**src/hw/rtl/assert_macros.svh**
```systemverilog
// Assertion macros shared by the controller RTL.
`ifndef ASSERT_MACROS_SVH
`define ASSERT_MACROS_SVH
`ifndef SYNTHESIS
`define ASSERT_ALWAYS(lbl, clk, rst_n, expr) \
  lbl: assert property (@(posedge clk) disable iff (!rst_n) (expr)) \
    else $error("assertion failed");
`define ASSERT_IMPLY(lbl, clk, rst_n, ante, cons) \
  lbl: assert property (@(posedge clk) disable iff (!rst_n) (ante) |-> (cons)) \
    else $error("assertion failed");
`define ASSERT_NEXT(lbl, clk, rst_n, ante, cons) \
  lbl: assert property (@(posedge clk) disable iff (!rst_n) (ante) |=> (cons)) \
    else $error("assertion failed");
`else
`define ASSERT_ALWAYS(lbl, clk, rst_n, expr)
`define ASSERT_IMPLY(lbl, clk, rst_n, ante, cons)
`define ASSERT_NEXT(lbl, clk, rst_n, ante, cons)
`endif
`endif

```
**src/hw/rtl/ptec_pkg.sv**
```systemverilog
// Shared types and constants of the TEC duty controller.
package ptec_pkg;

  localparam int TEMP_LOW_LIMIT    = 0;
  localparam int TEMP_HIGH_LIMIT   = 12800;
  localparam int REVERSAL_DWELL_MS = 5000;
  localparam int PWM_FULL_SCALE    = 1023;

  localparam int INTEG_MAX   = 100 * 65536;
  localparam int MS_PER_S    = 1000;
  localparam int BLEED_NUM   = 19;
  localparam int BLEED_DEN   = 20;
  localparam int DUTY_MAX    = 100;
  // |duty| * PWM_FULL_SCALE / 100 as multiply by rounded-up reciprocal, >> 24
  localparam longint PWM_K   = (longint'(PWM_FULL_SCALE) * 64'd16777216 + 64'd99) / 64'd100;
  // x / 20 as (x >> 2) * ceil(2^27 / 5) >> 27, exact for x < 2^27
  localparam longint BLEED_RCP = (64'd134217728 + 64'd4) / 64'd5;
  // x / 1000 as (x >> 3) * ceil(2^38 / 125) >> 38, exact for x < 2^34
  localparam longint MS_RCP    = (64'd274877906944 + 64'd124) / 64'd125;

  typedef enum logic [2:0] {
    ST_REGULATE = 3'd0,
    ST_FAILSAFE = 3'd1,
    ST_DEADBAND = 3'd2,
    ST_DWELL    = 3'd3,
    ST_FORCED   = 3'd4
  } status_t;

  typedef enum logic [2:0] {
    CFG_ENABLE   = 3'd0,
    CFG_TARGET   = 3'd1,
    CFG_DEADZONE = 3'd2,
    CFG_GAIN_P   = 3'd3,
    CFG_GAIN_I   = 3'd4,
    CFG_GAIN_D   = 3'd5,
    CFG_CEILING  = 3'd6,
    CFG_SLEW     = 3'd7
  } cfg_idx_t;

  typedef enum logic [3:0] {
    OP_NONE,
    OP_LOAD,
    OP_OFF,
    OP_REG_START,
    OP_BLEED_START,
    OP_BLEED_DONE,
    OP_PREP,
    OP_MUL_STEP,
    OP_DIVI_START,
    OP_INTEG_UPD,
    OP_DIVD_START,
    OP_DERIV_UPD,
    OP_SUM,
    OP_TARGET,
    OP_FINISH,
    OP_APPLY
  } dp_op_t;

  typedef struct packed {
    logic forced;
    logic fail;
    logic dead;
    logic mul_done;
    logic div_done;
  } dp_stat_t;

endpackage

```
**src/hw/rtl/ptec_ctrl.sv**
```systemverilog
// Controller: sequences one control tick through the datapath, owns the handshakes.
`include "assert_macros.svh"
module ptec_ctrl
  import ptec_pkg::*;
(
  input  logic     clk,
  input  logic     rst_n,
  input  logic     in_valid,
  output logic     in_stall,
  output logic     out_valid,
  input  logic     out_stall,
  input  dp_stat_t stat,
  output dp_op_t   op
);

  typedef enum logic [3:0] {
    S_IDLE, S_CLASS, S_BLEED, S_PREP, S_MUL, S_DIVI, S_DIVD_GO, S_DIVD,
    S_SUM, S_TGT, S_FIN, S_OUT
  } state_t;

  state_t state_r, state_nxt;
  logic   out_valid_r, out_valid_nxt;
  logic   slot_free;

  assign slot_free = !out_valid_r || !out_stall;

  always_comb begin
    state_nxt = state_r;
    op        = OP_NONE;
    unique case (state_r)
      S_IDLE: if (in_valid) begin
        op        = OP_LOAD;
        state_nxt = S_CLASS;
      end
      S_CLASS: begin
        if (stat.forced || stat.fail) begin
          op        = OP_OFF;
          state_nxt = S_OUT;
        end else if (stat.dead) begin
          op        = OP_BLEED_START;
          state_nxt = S_BLEED;
        end else begin
          op        = OP_REG_START;
          state_nxt = S_PREP;
        end
      end
      S_BLEED: begin
        op        = OP_BLEED_DONE;
        state_nxt = S_OUT;
      end
      S_PREP: begin
        op        = OP_PREP;
        state_nxt = S_MUL;
      end
      S_MUL: begin
        if (stat.mul_done) begin
          op        = OP_DIVI_START;
          state_nxt = S_DIVI;
        end else begin
          op = OP_MUL_STEP;
        end
      end
      S_DIVI: begin
        op        = OP_INTEG_UPD;
        state_nxt = S_DIVD_GO;
      end
      S_DIVD_GO: begin
        op        = OP_DIVD_START;
        state_nxt = S_DIVD;
      end
      S_DIVD: if (stat.div_done) begin
        op        = OP_DERIV_UPD;
        state_nxt = S_SUM;
      end
      S_SUM: begin
        op        = OP_SUM;
        state_nxt = S_TGT;
      end
      S_TGT: begin
        op        = OP_TARGET;
        state_nxt = S_FIN;
      end
      S_FIN: begin
        op        = OP_FINISH;
        state_nxt = S_OUT;
      end
      S_OUT: if (slot_free) begin
        op        = OP_APPLY;
        state_nxt = S_IDLE;
      end
      default: state_nxt = S_IDLE;
    endcase
  end

  always_comb begin
    out_valid_nxt = out_valid_r && out_stall;
    if (op == OP_APPLY) out_valid_nxt = 1'b1;
  end

  always_ff @(posedge clk) begin
    if (!rst_n) begin
      state_r     <= S_IDLE;
      out_valid_r <= 1'b0;
    end else begin
      state_r     <= state_nxt;
      out_valid_r <= out_valid_nxt;
    end
  end

  assign in_stall  = (state_r != S_IDLE);
  assign out_valid = out_valid_r;

  `ASSERT_IMPLY(a_apply_slot, clk, rst_n, op == OP_APPLY, !out_valid_r || !out_stall)
  `ASSERT_NEXT(a_load_class, clk, rst_n, in_valid && !in_stall, state_r == S_CLASS)
  `ASSERT_NEXT(a_mul_to_div, clk, rst_n, (state_r == S_MUL) && stat.mul_done, state_r == S_DIVI)

endmodule

```
**config.mk**
```make
export PLATFORM = sky130hd
export DESIGN_NAME = ptec_ctrl
export DESIGN_NICKNAME = d
export VERILOG_FILES = /design/src/hw/rtl/ptec_pkg.sv /design/src/hw/rtl/ptec_ctrl.sv
export VERILOG_INCLUDE_DIRS = /design/src /design/src/hw/rtl
export SDC_FILE = /design/constraint.sdc
export NUM_CORES = 1
export LEC_CHECK = 0
export BUFFER_PORTS_ARGS = -buffer_cell sky130_fd_sc_hd__buf_2
export CAP_MARGIN = 20
export CORE_MARGIN = 2
export CORE_UTILIZATION = 40
export CTS_BUF_LIST = sky130_fd_sc_hd__clkbuf_4
export DETAILED_ROUTE_END_ITERATION = 8
export SLEW_MARGIN = 5
export SYNTH_ARGS = -nofsm -noshare
export SYNTH_HDL_FRONTEND = slang
export SYNTH_SLANG_ARGS = --single-unit
```
**constraint.sdc**
```tcl
create_clock -name clk -period 4.8 [get_ports clk]
set_clock_uncertainty 0.15 [all_clocks]
set_input_delay 0.96 -clock clk [delete_from_list [all_inputs] [get_ports clk]]
set_output_delay 0.96 -clock clk [all_outputs]
set_load 0.005 [all_outputs]
```
==> results of run 1 <==
-- path summary, 6_finish.rpt --
path	start	end	slack [ns]	depth (start not counted)
hold / removal	out_valid$_SDFF_PN0_	out_valid$_SDFF_PN0_	0.45	2
setup / recovery	stat[3]	op[1]	1.66	6
setup reg to reg	state_r[2]$_SDFFE_PN0P_	state_r[0]$_SDFFE_PN0P_	3.07	3
hold reg to reg	out_valid$_SDFF_PN0_	out_valid$_SDFF_PN0_	0.45	2
-- power groups by stage --
stage	clock, mW	sequential [mW]	combinational, mW
2_1_floorplan	0	0.0568	0.103
5_1_grt	0.0600	0.0858	0.121
4_1_cts	0.0559	0.0816	0.108
3_5_place_dp	0	0.0824	0.107
3_3_place_gp	0	0.0824	0.107
6_report	0.0536	0.0821	0.108
-- metal layers --
layer	vias up	track usage, %	wire (µm)
met5	-	0	0
met4	0	7.76	0
met3	0	6.67	80
met2	22	26.2	544
met1	245	29.1	653
li1	292	-	-
-- flip-flops by register name, indices dropped and copies added, names as in the netlist --
register	flops
state_r	4
out_valid	1
-- cells in the mapped netlist (2+ instances only) --
library cell	instances
nor2_1	8
nand2_1	6
o21ai_0	6
buf_2	5
dfxtp_1	5
a21boi_0	3
nor2b_1	3
a211oi_2	2
a21oi_1	2
a311oi_1	2
inv_1	2
nand4_1	2
o221ai_1	2
-- worst register-to-register path: stages (launching register included) --
cell and delay, ns:
dfxtp_1 0.75, nor2b_1 0.43, a211oi_2 0.13, a211oi_2 0.20
-- logic make-up (layout without fill, tap and decap cells) --
family                    count (synthesis)  after routing
DFF                                       5              5
and+or+nand+nor                          30             30
AOI/OAI and AO/OA                        26             26
xor gates and xnor gates                  1              1
buffers and inverters                     8             20
-- final cells by class --
cell class | instances | area [µm²]
Clock buffer | 4 | 30.0
Fill cell | 114 | 556
Inverter | 2 | 7.51
Multi-Input combinational cell | 57 | 375
Sequential cell | 5 | 100
Tap cell | 14 | 17.5
Timing Repair Buffer | 14 | 70.1
-- per-stage QoR --
| stage | utilization, % | hold WS [ns] |
|---|---|---|
| 3_5_place_dp | 49.4 | 0.440 |
| 5_1_grt | 51.9 | 0.518 |
| 6_report | 51.9 | 0.446 |
| 4_1_cts | 51.9 | 0.451 |
| 2_1_floorplan | - | 0.391 |
| 3_3_place_gp | 49.4 | 0.444 |
-- placed cells by master (no fill, tap or decap), types with 2 or more instances in the layout --
master	netlist	final
a211oi_2	2	2
a21boi_0	3	3
a21oi_1	2	2
a311oi_1	2	2
buf_2	5	14
clkbuf_4	0	4
dfxtp_1	5	5
inv_1	2	2
nand2_1	6	6
nand4_1	2	2
nor2_1	8	8
nor2b_1	3	3
o21ai_0	6	6
o221ai_1	2	2
==> out/metrics.cfg, run 1 <==
[pwr]
swShare_pct=40.9
power_switching_mw=0.0995
pwr-share-seq_pct=33.7
irDropWorstVdd_mv=0.243
clkPwrFrac_pct=22.0
power_per_cell_area_nw_per_um2=405
power_frac_comb_pct=44.3
fin_total_pwr_mw=0.243
p_int_mw=0.144
p_leak_nw=0.229

[critical_path]
slowest_stage=or3b_1
cp-start-kind=input pin
cp.required_ns=3.69
critPathKind=in2out
setup.worst_path.end_class=output pin
crit_fanout=2
cpPeakStageDelay_ns=0.39
critical_path_buf_inv_count=2
cp_top_family=compound AO/OA/AOI/OAI gates
cp.arrival_ns=2.03
path_cells=buf_2 -> or3b_1 -> a21oi_1 -> a311oi_1 -> a31o_1 -> buf_2
cpMostUsedCell=buf_2

[drt]
dr.pass1.iters=4
vias=559
vias_per_cell=5.82
post_drt_wl_per_cell_um=13.3
antenna_left=0
route.detailed.drc=0
first_iter_violations=18
wirelength_mm=1.28

[die]
dieArea_um2=1600
initial_utilization_pct=44.9
core_area_um2=1160
die_h_um=40.0
die_w_um=40.0
std_cell_rows=12
io_pins=15

[cells_and_area]
stdcell_count=96
drive_gt1_share_pct=28.0
antenna_cells=0
area_growth_pct=15.7
final_cell_area_um2=601
nets=92

[timing]
slew_headroom_pct=54.6
final.setup.worst_slack_ns=1.66
fmax_ghz=0.318
setup_viol=0
slew_viol_final=0
rsz0062_at_grt=false
hold_viol=0
tns_ns=0
min_period_ns=3.14
min_period_over_period_pct=65.4
tightestPinTransition_ns=0.680

[clocking]
holdBufCountCts=0
clkSlewWorstSetupHoldPaths_ns=0.04
cts_resized=0
clock_latency_ns=0.24
cts_tree=built
cts.sinks=5
h-tree-depth=1
post_cts_buffers=0
clockBufferDepth=2
cts_buffers=3
clockRootBuffer=clkbuf_4

[logic_synthesis]
synth_top_flop_cell=dfxtp_1
netlist_area_um2=519
synthCells=70
synth_cell_type_count=35
synthMuxAreaShare_pct=0
synth_edf_count=0
synth_compound_area_share_pct=38.6
syn_avg_cell_area_um2=7.42
synth_top_cells_by_area=dfxtp_1 (19%), o21ai_0 (5.8%), nor2_1 (5.8%)
synth_xor_area_share_pct=1.69
synth_top_area_share_pct=19.3
synth_top_family_by_area=compound AO/OA/AOI/OAI gates
ys_ff_latch=5
async_flop_share_pct=0
ys_seq_area_share_pct=19.3
yosys.area_share.simple_pct=32.0
synth_fp_nets=79
synth-adder-area-share_pct=0
yosys.area.top_type=dfxtp_1
ys_warn_count=0

[run]
drv_cap=0

[placement]
portBuffers=14
dp_slack_ns=1.66
dp_hpwl_um=883
dp.cells=92
postPlaceCellArea_um2=571
gp_congestion=0.769

[global_routing]
antenna_found_initial=0
grtUsageTotal_pct=20.0
gr-total-overflow=0
grt_pass1_vias=438
grt_max_degree=22
grt_pass1_wl_mm=2.10

[status]
status=complete, no violations

[hold_path]
hp-class=reg2reg

Power figures use the tool's default switching activity.
==> inputs of run 2 (changes only) <==
Clock period 4.8 ns to 3 ns, I/O delays scaled along.
==> run 2 against run 1 <==
Net effect: highest routed layer unchanged; global-route usage decreased by 0.44 points; die area did not move; routed wire length down 3.1%; sequential share of layout area fell by 0.21 points.
==> out/metrics.cfg, run 2 (synthesis gave the netlist of run 1 again) <==
[critical_path]
cp.arrival_ns=1.69  ; was 2.03 ns
crit_fanout=16  ; was 2
critPathKind=reg2out  ; was in2out
cp.required_ns=2.25  ; was 3.69 ns
cpPeakStageDelay_ns=0.61  ; was 0.39 ns
setup.worst_path.end_class=output pin  ; unchanged
cp-start-kind=flip-flop  ; was input pin
slowest_stage=dfxtp_1  ; was or3b_1
path_cells=and2_1 -> nand2_1 -> a311oi_1 -> a31o_1 -> buf_2  ; was buf_2 -> or3b_1 -> a21oi_1 -> a311oi_1 -> a31o_1 -> buf_2

[timing]
min_period_ns=2.44
setup_viol=0  ; unchanged
rsz0062_at_grt=false  ; unchanged
slew_headroom_pct=64.3  ; was 54.6%
hold_viol=0  ; unchanged
tightestPinTransition_ns=0.535  ; was 0.680 ns
tns_ns=0  ; unchanged
min_period_over_period_pct=81.2
final.setup.worst_slack_ns=0.565  ; was 1.66 ns
slew_viol_final=0  ; unchanged
fmax_ghz=0.411

[die]
io_pins=15  ; unchanged
std_cell_rows=12  ; unchanged
initial_utilization_pct=44.9  ; unchanged
die_w_um=40.0  ; unchanged
dieArea_um2=1600  ; unchanged
core_area_um2=1160  ; unchanged
die_h_um=40.0  ; unchanged

[cells_and_area]
drive_gt1_share_pct=28.9  ; was 28.0%
antenna_cells=0  ; unchanged
largest_reg_flops=4  ; unchanged
nets=93  ; was 92
stdcell_count=97  ; was 96
final_cell_mix=buf_2 (14), nor2_1 (8), nand2_1 (6), o21ai_0 (6), dfxtp_1 (5)  ; unchanged
regMostFlops=state_r  ; unchanged
area_growth_pct=17.1  ; was 15.7%
final_cell_area_um2=608  ; was 601 µm²
layout_commonest_cell=buf_2  ; unchanged

[pwr]
pwr-share-seq_pct=30.9  ; was 33.7%
power_switching_mw=0.158  ; was 0.0995 mW
power_frac_comb_pct=46.7  ; was 44.3%
p_leak_nw=0.235  ; was 0.229 nW
clkPwrFrac_pct=22.4  ; was 22.0%
p_int_mw=0.232  ; was 0.144 mW
power_per_cell_area_nw_per_um2=643  ; was 405 nW/µm²
irDropWorstVdd_mv=0.382  ; was 0.243 mV
swShare_pct=40.5  ; was 40.9%

[clocking]
clockBufferDepth=2  ; unchanged
clkSlewWorstSetupHoldPaths_ns=0.05  ; was 0.04 ns
clock_latency_ns=0.24  ; about the same
cts_tree=built  ; unchanged
clockRootBuffer=clkbuf_4  ; unchanged
cts.sinks=5  ; unchanged
h-tree-depth=1  ; unchanged
post_cts_buffers=0  ; unchanged
holdBufCountCts=0  ; unchanged
cts_resized=0  ; unchanged
cts_buffers=3  ; unchanged

[drt]
vias=554  ; was 559
wirelength_mm=1.24  ; was 1.28 mm
route.detailed.drc=0  ; unchanged
antenna_left=0  ; unchanged
first_iter_violations=9  ; was 18
post_drt_wl_per_cell_um=12.8  ; was 13.3 µm
dr.pass1.iters=4  ; unchanged
vias_per_cell=5.71  ; was 5.82

[placement]
portBuffers=14  ; unchanged
dp_hpwl_um=870  ; was 883 µm
dp.cells=93  ; was 92
postPlaceCellArea_um2=578  ; was 571 µm²
dp_slack_ns=0.620  ; was 1.66 ns
gp_congestion=0.767  ; was 0.769

[run]
drv_cap=0  ; unchanged

[hold_path]
hp-class=reg2reg  ; unchanged

[status]
status=complete, no violations  ; unchanged

[global_routing]
antenna_found_initial=0  ; unchanged
grt_max_degree=21  ; was 22
grt_pass1_wl_mm=2.08  ; was 2.10 mm
gr-total-overflow=0  ; unchanged
grt_pass1_vias=473  ; was 438
grtUsageTotal_pct=19.6  ; was 20.0%

run 2: power by group through the flow:
stage	sequential, mW	clock, mW	combinational [mW]
detailed placement	0.121	0	0.183
floorplan	0.0908	0	0.165
global route	0.126	0.0954	0.205
CTS	0.120	0.0901	0.184
global placement	0.123	0	0.182
finish	0.121	0.0876	0.183
run 2: cell type report:
| class | instances | area [µm²] |
|---|---|---|
| Fill cell | 123 | 548 |
| Multi-Input combinational cell | 57 | 375 |
| Sequential cell | 5 | 100 |
| Timing Repair Buffer | 15 | 77.6 |
| Clock buffer | 4 | 30.0 |
| Tap cell | 14 | 17.5 |
| Inverter | 2 | 7.51 |
run 2: path summary, 6_finish.rpt:
| kind | startpoint | end | slack [ns] | depth (start not counted) |
|---|---|---|---|---|
| worst min-delay path | out_valid$_SDFF_PN0_ | out_valid$_SDFF_PN0_ | 0.44 | 2 |
| worst min register to register | out_valid$_SDFF_PN0_ | out_valid$_SDFF_PN0_ | 0.44 | 2 |
| worst max-delay path | state_r[0]$_SDFFE_PN0P_ | op[1] | 0.56 | 5 |
| worst max register to register | state_r[3]$_SDFFE_PN0P_ | state_r[0]$_SDFFE_PN0P_ | 1.42 | 4 |
run 2: worst max-delay path, delay by kind of cell (launching register included):
kind,cells,cell delay [ns]
DFF,1,0.61
and+or+nand+nor,2,0.34
AOI/OAI and AO/OA,2,0.40
buffers and inverters,1,0.10
run 2: routing by layer:
metal  vias to the layer above  track usage [%]  part of all wire, %
met3                         0             8.33                  4.6
li1                        294                -                    -
met5                         -                0                    0
met2                        13             29.0                   45
met4                         0             5.17                    0
met1                       247             25.6                   51
run 2: through the flow:
stage,util [%],hold WS [ns],total power [mW]
2_1_floorplan,-,0.391,0.256
4_1_cts,52.6,0.447,0.394
5_1_grt,52.6,0.510,0.426
3_5_place_dp,50.0,0.434,0.305
3_3_place_gp,50.0,0.445,0.305
6_report,52.6,0.443,0.391
==> inputs of run 3 (changes only) <==
Settings changed: ABC_AREA set to 1, CORE_AREA set to 2 2 39 41, CORE_MARGIN 2 to not set, CORE_UTILIZATION 40 to not set, DIE_AREA set to 0 0 41 43.
Clock period 3 ns to 2.2 ns, I/O delays scaled along.
==> run 3 against run 2 <==
Net effect: flip-flop and latch count unchanged; global-route usage down 5.2 points; sequential power up 49%; register-to-register slack worse by 0.68 ns; clock power up 30%; combinational power rose to 3.1 times the previous value; count of clock-buffer cells in the layout unchanged; routed wire length down 10%; first-iteration DRC count rose to 3.2 times the previous value; hold slack worse by 0.13 ns; via count up 0.36%; non-clock buffer count down 1; highest routed layer unchanged.
==> out/metrics.cfg, run 3 <==
[timing]
slew_headroom_pct=79.6  ; was 64.3%
rsz0062_at_grt=true  ; was false
hold_viol=0  ; unchanged
tightestPinTransition_ns=0.305  ; was 0.535 ns
setup_viol=0  ; unchanged
hold_slack_ns=0.312  ; was 0.443 ns
fmax_ghz=0.480
final.setup.worst_slack_ns=0.115  ; was 0.565 ns
slew_viol_final=0  ; unchanged
min_period_ns=2.09
min_period_over_period_pct=94.8

[logic_synthesis]
synthCells=80  ; was 70
ys_top_cells_by_count=nand2_1 (20), a21oi_1 (10), nor2_1 (9)  ; was nor2_1 (8), nand2_1 (6), o21ai_0 (6)
netlist_area_um2=458  ; was 519 µm²
synth_top_family_by_area=simple AND/OR/NAND/NOR gates  ; was compound AO/OA/AOI/OAI gates
ys_ff_latch=5  ; unchanged
synth-adder-area-share_pct=0  ; unchanged
synth_cell_type_count=17  ; was 35
yosys.area.top_type=dfxtp_1  ; unchanged
synth_fp_nets=89  ; was 79
synth_compound_area_share_pct=18.3  ; was 38.6%
async_flop_share_pct=0  ; unchanged
ys_seq_area_share_pct=21.9  ; was 19.3%
syn_avg_cell_area_um2=5.72  ; was 7.42 µm²
yosys.area_share.simple_pct=51.6  ; was 32.0%
synth_top_area_share_pct=21.9  ; was 19.3%
ys_warn_count=0  ; unchanged
synth.most_common_cell=nand2_1  ; was nor2_1
synth_xor_area_share_pct=0  ; was 1.69%
synth_edf_count=0  ; unchanged
synth_top_cells_by_area=dfxtp_1 (22%), nand2_1 (16%), a21oi_1 (11%)  ; was dfxtp_1 (19%), o21ai_0 (5.8%), nor2_1 (5.8%)
synthMuxAreaShare_pct=0  ; unchanged
synth_top_flop_cell=dfxtp_1  ; unchanged

[global_routing]
gr-total-overflow=0  ; unchanged
grt_pass1_vias=459  ; was 473
grt_max_degree=9  ; was 21
grt_pass1_wl_mm=1.78  ; was 2.08 mm
grtUsageTotal_pct=14.4  ; was 19.6%
antenna_found_initial=0  ; unchanged

[pwr]
clkPwrFrac_pct=13.3  ; was 22.4%
power_per_cell_area_nw_per_um2=1470  ; was 643 nW/µm²
swShare_pct=50.2  ; was 40.5%
irDropWorstVdd_mv=0.541  ; was 0.382 mV
p_leak_nw=0.316  ; was 0.235 nW
pwr-share-seq_pct=21.0  ; was 30.9%
power_frac_comb_pct=65.6  ; was 46.7%
p_int_mw=0.427  ; was 0.232 mW
power_switching_mw=0.430  ; was 0.158 mW

[cells_and_area]
layout_commonest_cell=nand2_1  ; was buf_2
drive_gt1_share_pct=30.6  ; was 28.9%
final_cell_mix=nand2_1 (20), buf_2 (14), a21oi_1 (10), nor2_1 (9)  ; was buf_2 (14), nor2_1 (8), nand2_1 (6), o21ai_0 (6), dfxtp_1 (5)
antenna_cells=0  ; unchanged
largest_reg_flops=4  ; unchanged
nets=108  ; was 93
fillerInstances=166  ; was 123
regMostFlops=state_r  ; unchanged
area_growth_pct=27.3  ; was 17.1%

[die]
io_pins=15  ; unchanged
core_area_um2=1380  ; was 1160 µm²
die_w_um=41  ; was 40.0 µm
std_cell_rows=14  ; was 12
die_h_um=43  ; was 40.0 µm
dieArea_um2=1760  ; was 1600 µm²
initial_utilization_pct=33.1  ; was 44.9%

[critical_path]
startpoint=state_r[2]$_SDFFE_PN0P_  ; was state_r[0]$_SDFFE_PN0P_
cp-start-kind=flip-flop  ; unchanged
critPathKind=reg2out  ; unchanged
r2r-start=state_r[2]$_SDFFE_PN0P_  ; was state_r[3]$_SDFFE_PN0P_
setup.worst_path.end_class=output pin  ; unchanged
crit_fanout=8  ; was 16
cp.arrival_ns=1.50  ; was 1.69 ns
cp.required_ns=1.61  ; was 2.25 ns

[drt]
vias=556  ; was 554
vias_per_cell=4.88  ; was 5.71
post_drt_wl_per_cell_um=9.77  ; was 12.8 µm
route.detailed.drc=0  ; unchanged
wirelength_mm=1.11  ; was 1.24 mm
dr.pass1.iters=4  ; unchanged
antenna_left=0  ; unchanged
first_iter_violations=29  ; was 9

[clocking]
clockBufferDepth=2  ; unchanged
clkSlewWorstSetupHoldPaths_ns=0.04  ; was 0.05 ns
h-tree-depth=1  ; unchanged
clockRootBuffer=clkbuf_4  ; unchanged
cts_tree=built  ; unchanged
post_cts_buffers=0  ; unchanged
cts.sinks=5  ; unchanged
clock_latency_ns=0.23  ; was 0.24 ns
cts_buffers=3  ; unchanged

[hold_path]
hp-start=rst_n  ; was out_valid$_SDFF_PN0_
hp-class=in2reg  ; was reg2reg

[status]
status=complete, no violations  ; unchanged

[run]
drv_cap=0  ; unchanged

[placement]
dp_hpwl_um=918  ; was 870 µm
portBuffers=14  ; unchanged
dp_slack_ns=0.408  ; was 0.620 ns
gp_congestion=0.765  ; was 0.767

[run 3: cell types whose count changed in the layout (fill, tap and decap cells not counted), moves of 3 or more]
cell and delta:
a21boi_0 -3, a21oi_1 +8, inv_1 +6, nand2_1 +14, nand3_1 +7, nor2_2 +4, nor2b_1 -3, o21ai_0 -5
[run 3: layout make-up]
| cell class | instances | area, µm² | area share (%) |
|---|---|---|---|
| clock buffer | 4 | 30.0 | 5.15 |
| inverter | 10 | 37.5 | 6.44 |
| multi-input combinational | 65 | 325 | 55.8 |
| sequential | 5 | 100 | 17.2 |
| tap | 16 | 20.0 | 3.43 |
| timing repair buffer | 14 | 70.1 | 12.0 |
[run 3: power groups by stage]
stage	logic (mW)	clock network [mW]	registers [mW]
after global placement	0.566	0	0.176
after detailed placement	0.555	0	0.177
after CTS	0.557	0.120	0.176
final	0.563	0.114	0.180
after floorplan	0.395	0	0.170
after global routing	0.633	0.122	0.185
[run 3: per-stage QoR]
stage	utilization, %	instances	cell area (µm²)	total power [mW]	TNS, ns
after CTS	41.8	114	578	0.853	0
after global placement	39.6	110	548	0.742	0
after global routing	42.1	114	583	0.940	-0.00220
final	42.1	114	583	0.857	0
after floorplan	-	80	458	0.565	0
after detailed placement	39.6	110	548	0.732	0
[run 3: what timing repair did]
item | CTS | global route
hold buffers | 0 | 0
hold endpoints to repair | 0 | 0
endpoints found under the setup margin | 0 | 2
gates resized for setup | 0 | 1
[run 3: logic make-up (layout without fill, tap and decap cells)]
family                 count (synthesis)  in the layout
AND/OR/NAND/NOR                       50             50
buffers and inverters                 10             28
flip-flops                             5              5
AO/OA/AOI/OAI                         15             15
[run 3: path summary, 6_finish.rpt]
check,to,slack [ns],cells past startpoint
worst max-delay path,op[0],0.11,7
worst min-delay path,state_r[2]$_SDFFE_PN0P_,0.31,3
worst max register to register,state_r[0]$_SDFFE_PN0P_,0.74,7
worst min register to register,out_valid$_SDFF_PN0_,0.35,2
[run 3: critical path, stage by stage, from the launching register on]
cell and delay (ns):
dfxtp_1 0.42, inv_2 0.11, nor2_2 0.21, nand3_2 0.16, nand2_1 0.11, nor2_1 0.05, o211ai_1 0.06, buf_2 0.13
[run 3: per-layer routing]
metal / vias up / track usage (%) / share of wire [%]
li1: 304 / - / -
met1: 238 / 20.3 / 49
met2: 14 / 20.3 / 46
met3: 0 / 3.14 / 5.8
met4: 0 / 6.00 / 0
met5: - / 0 / 0
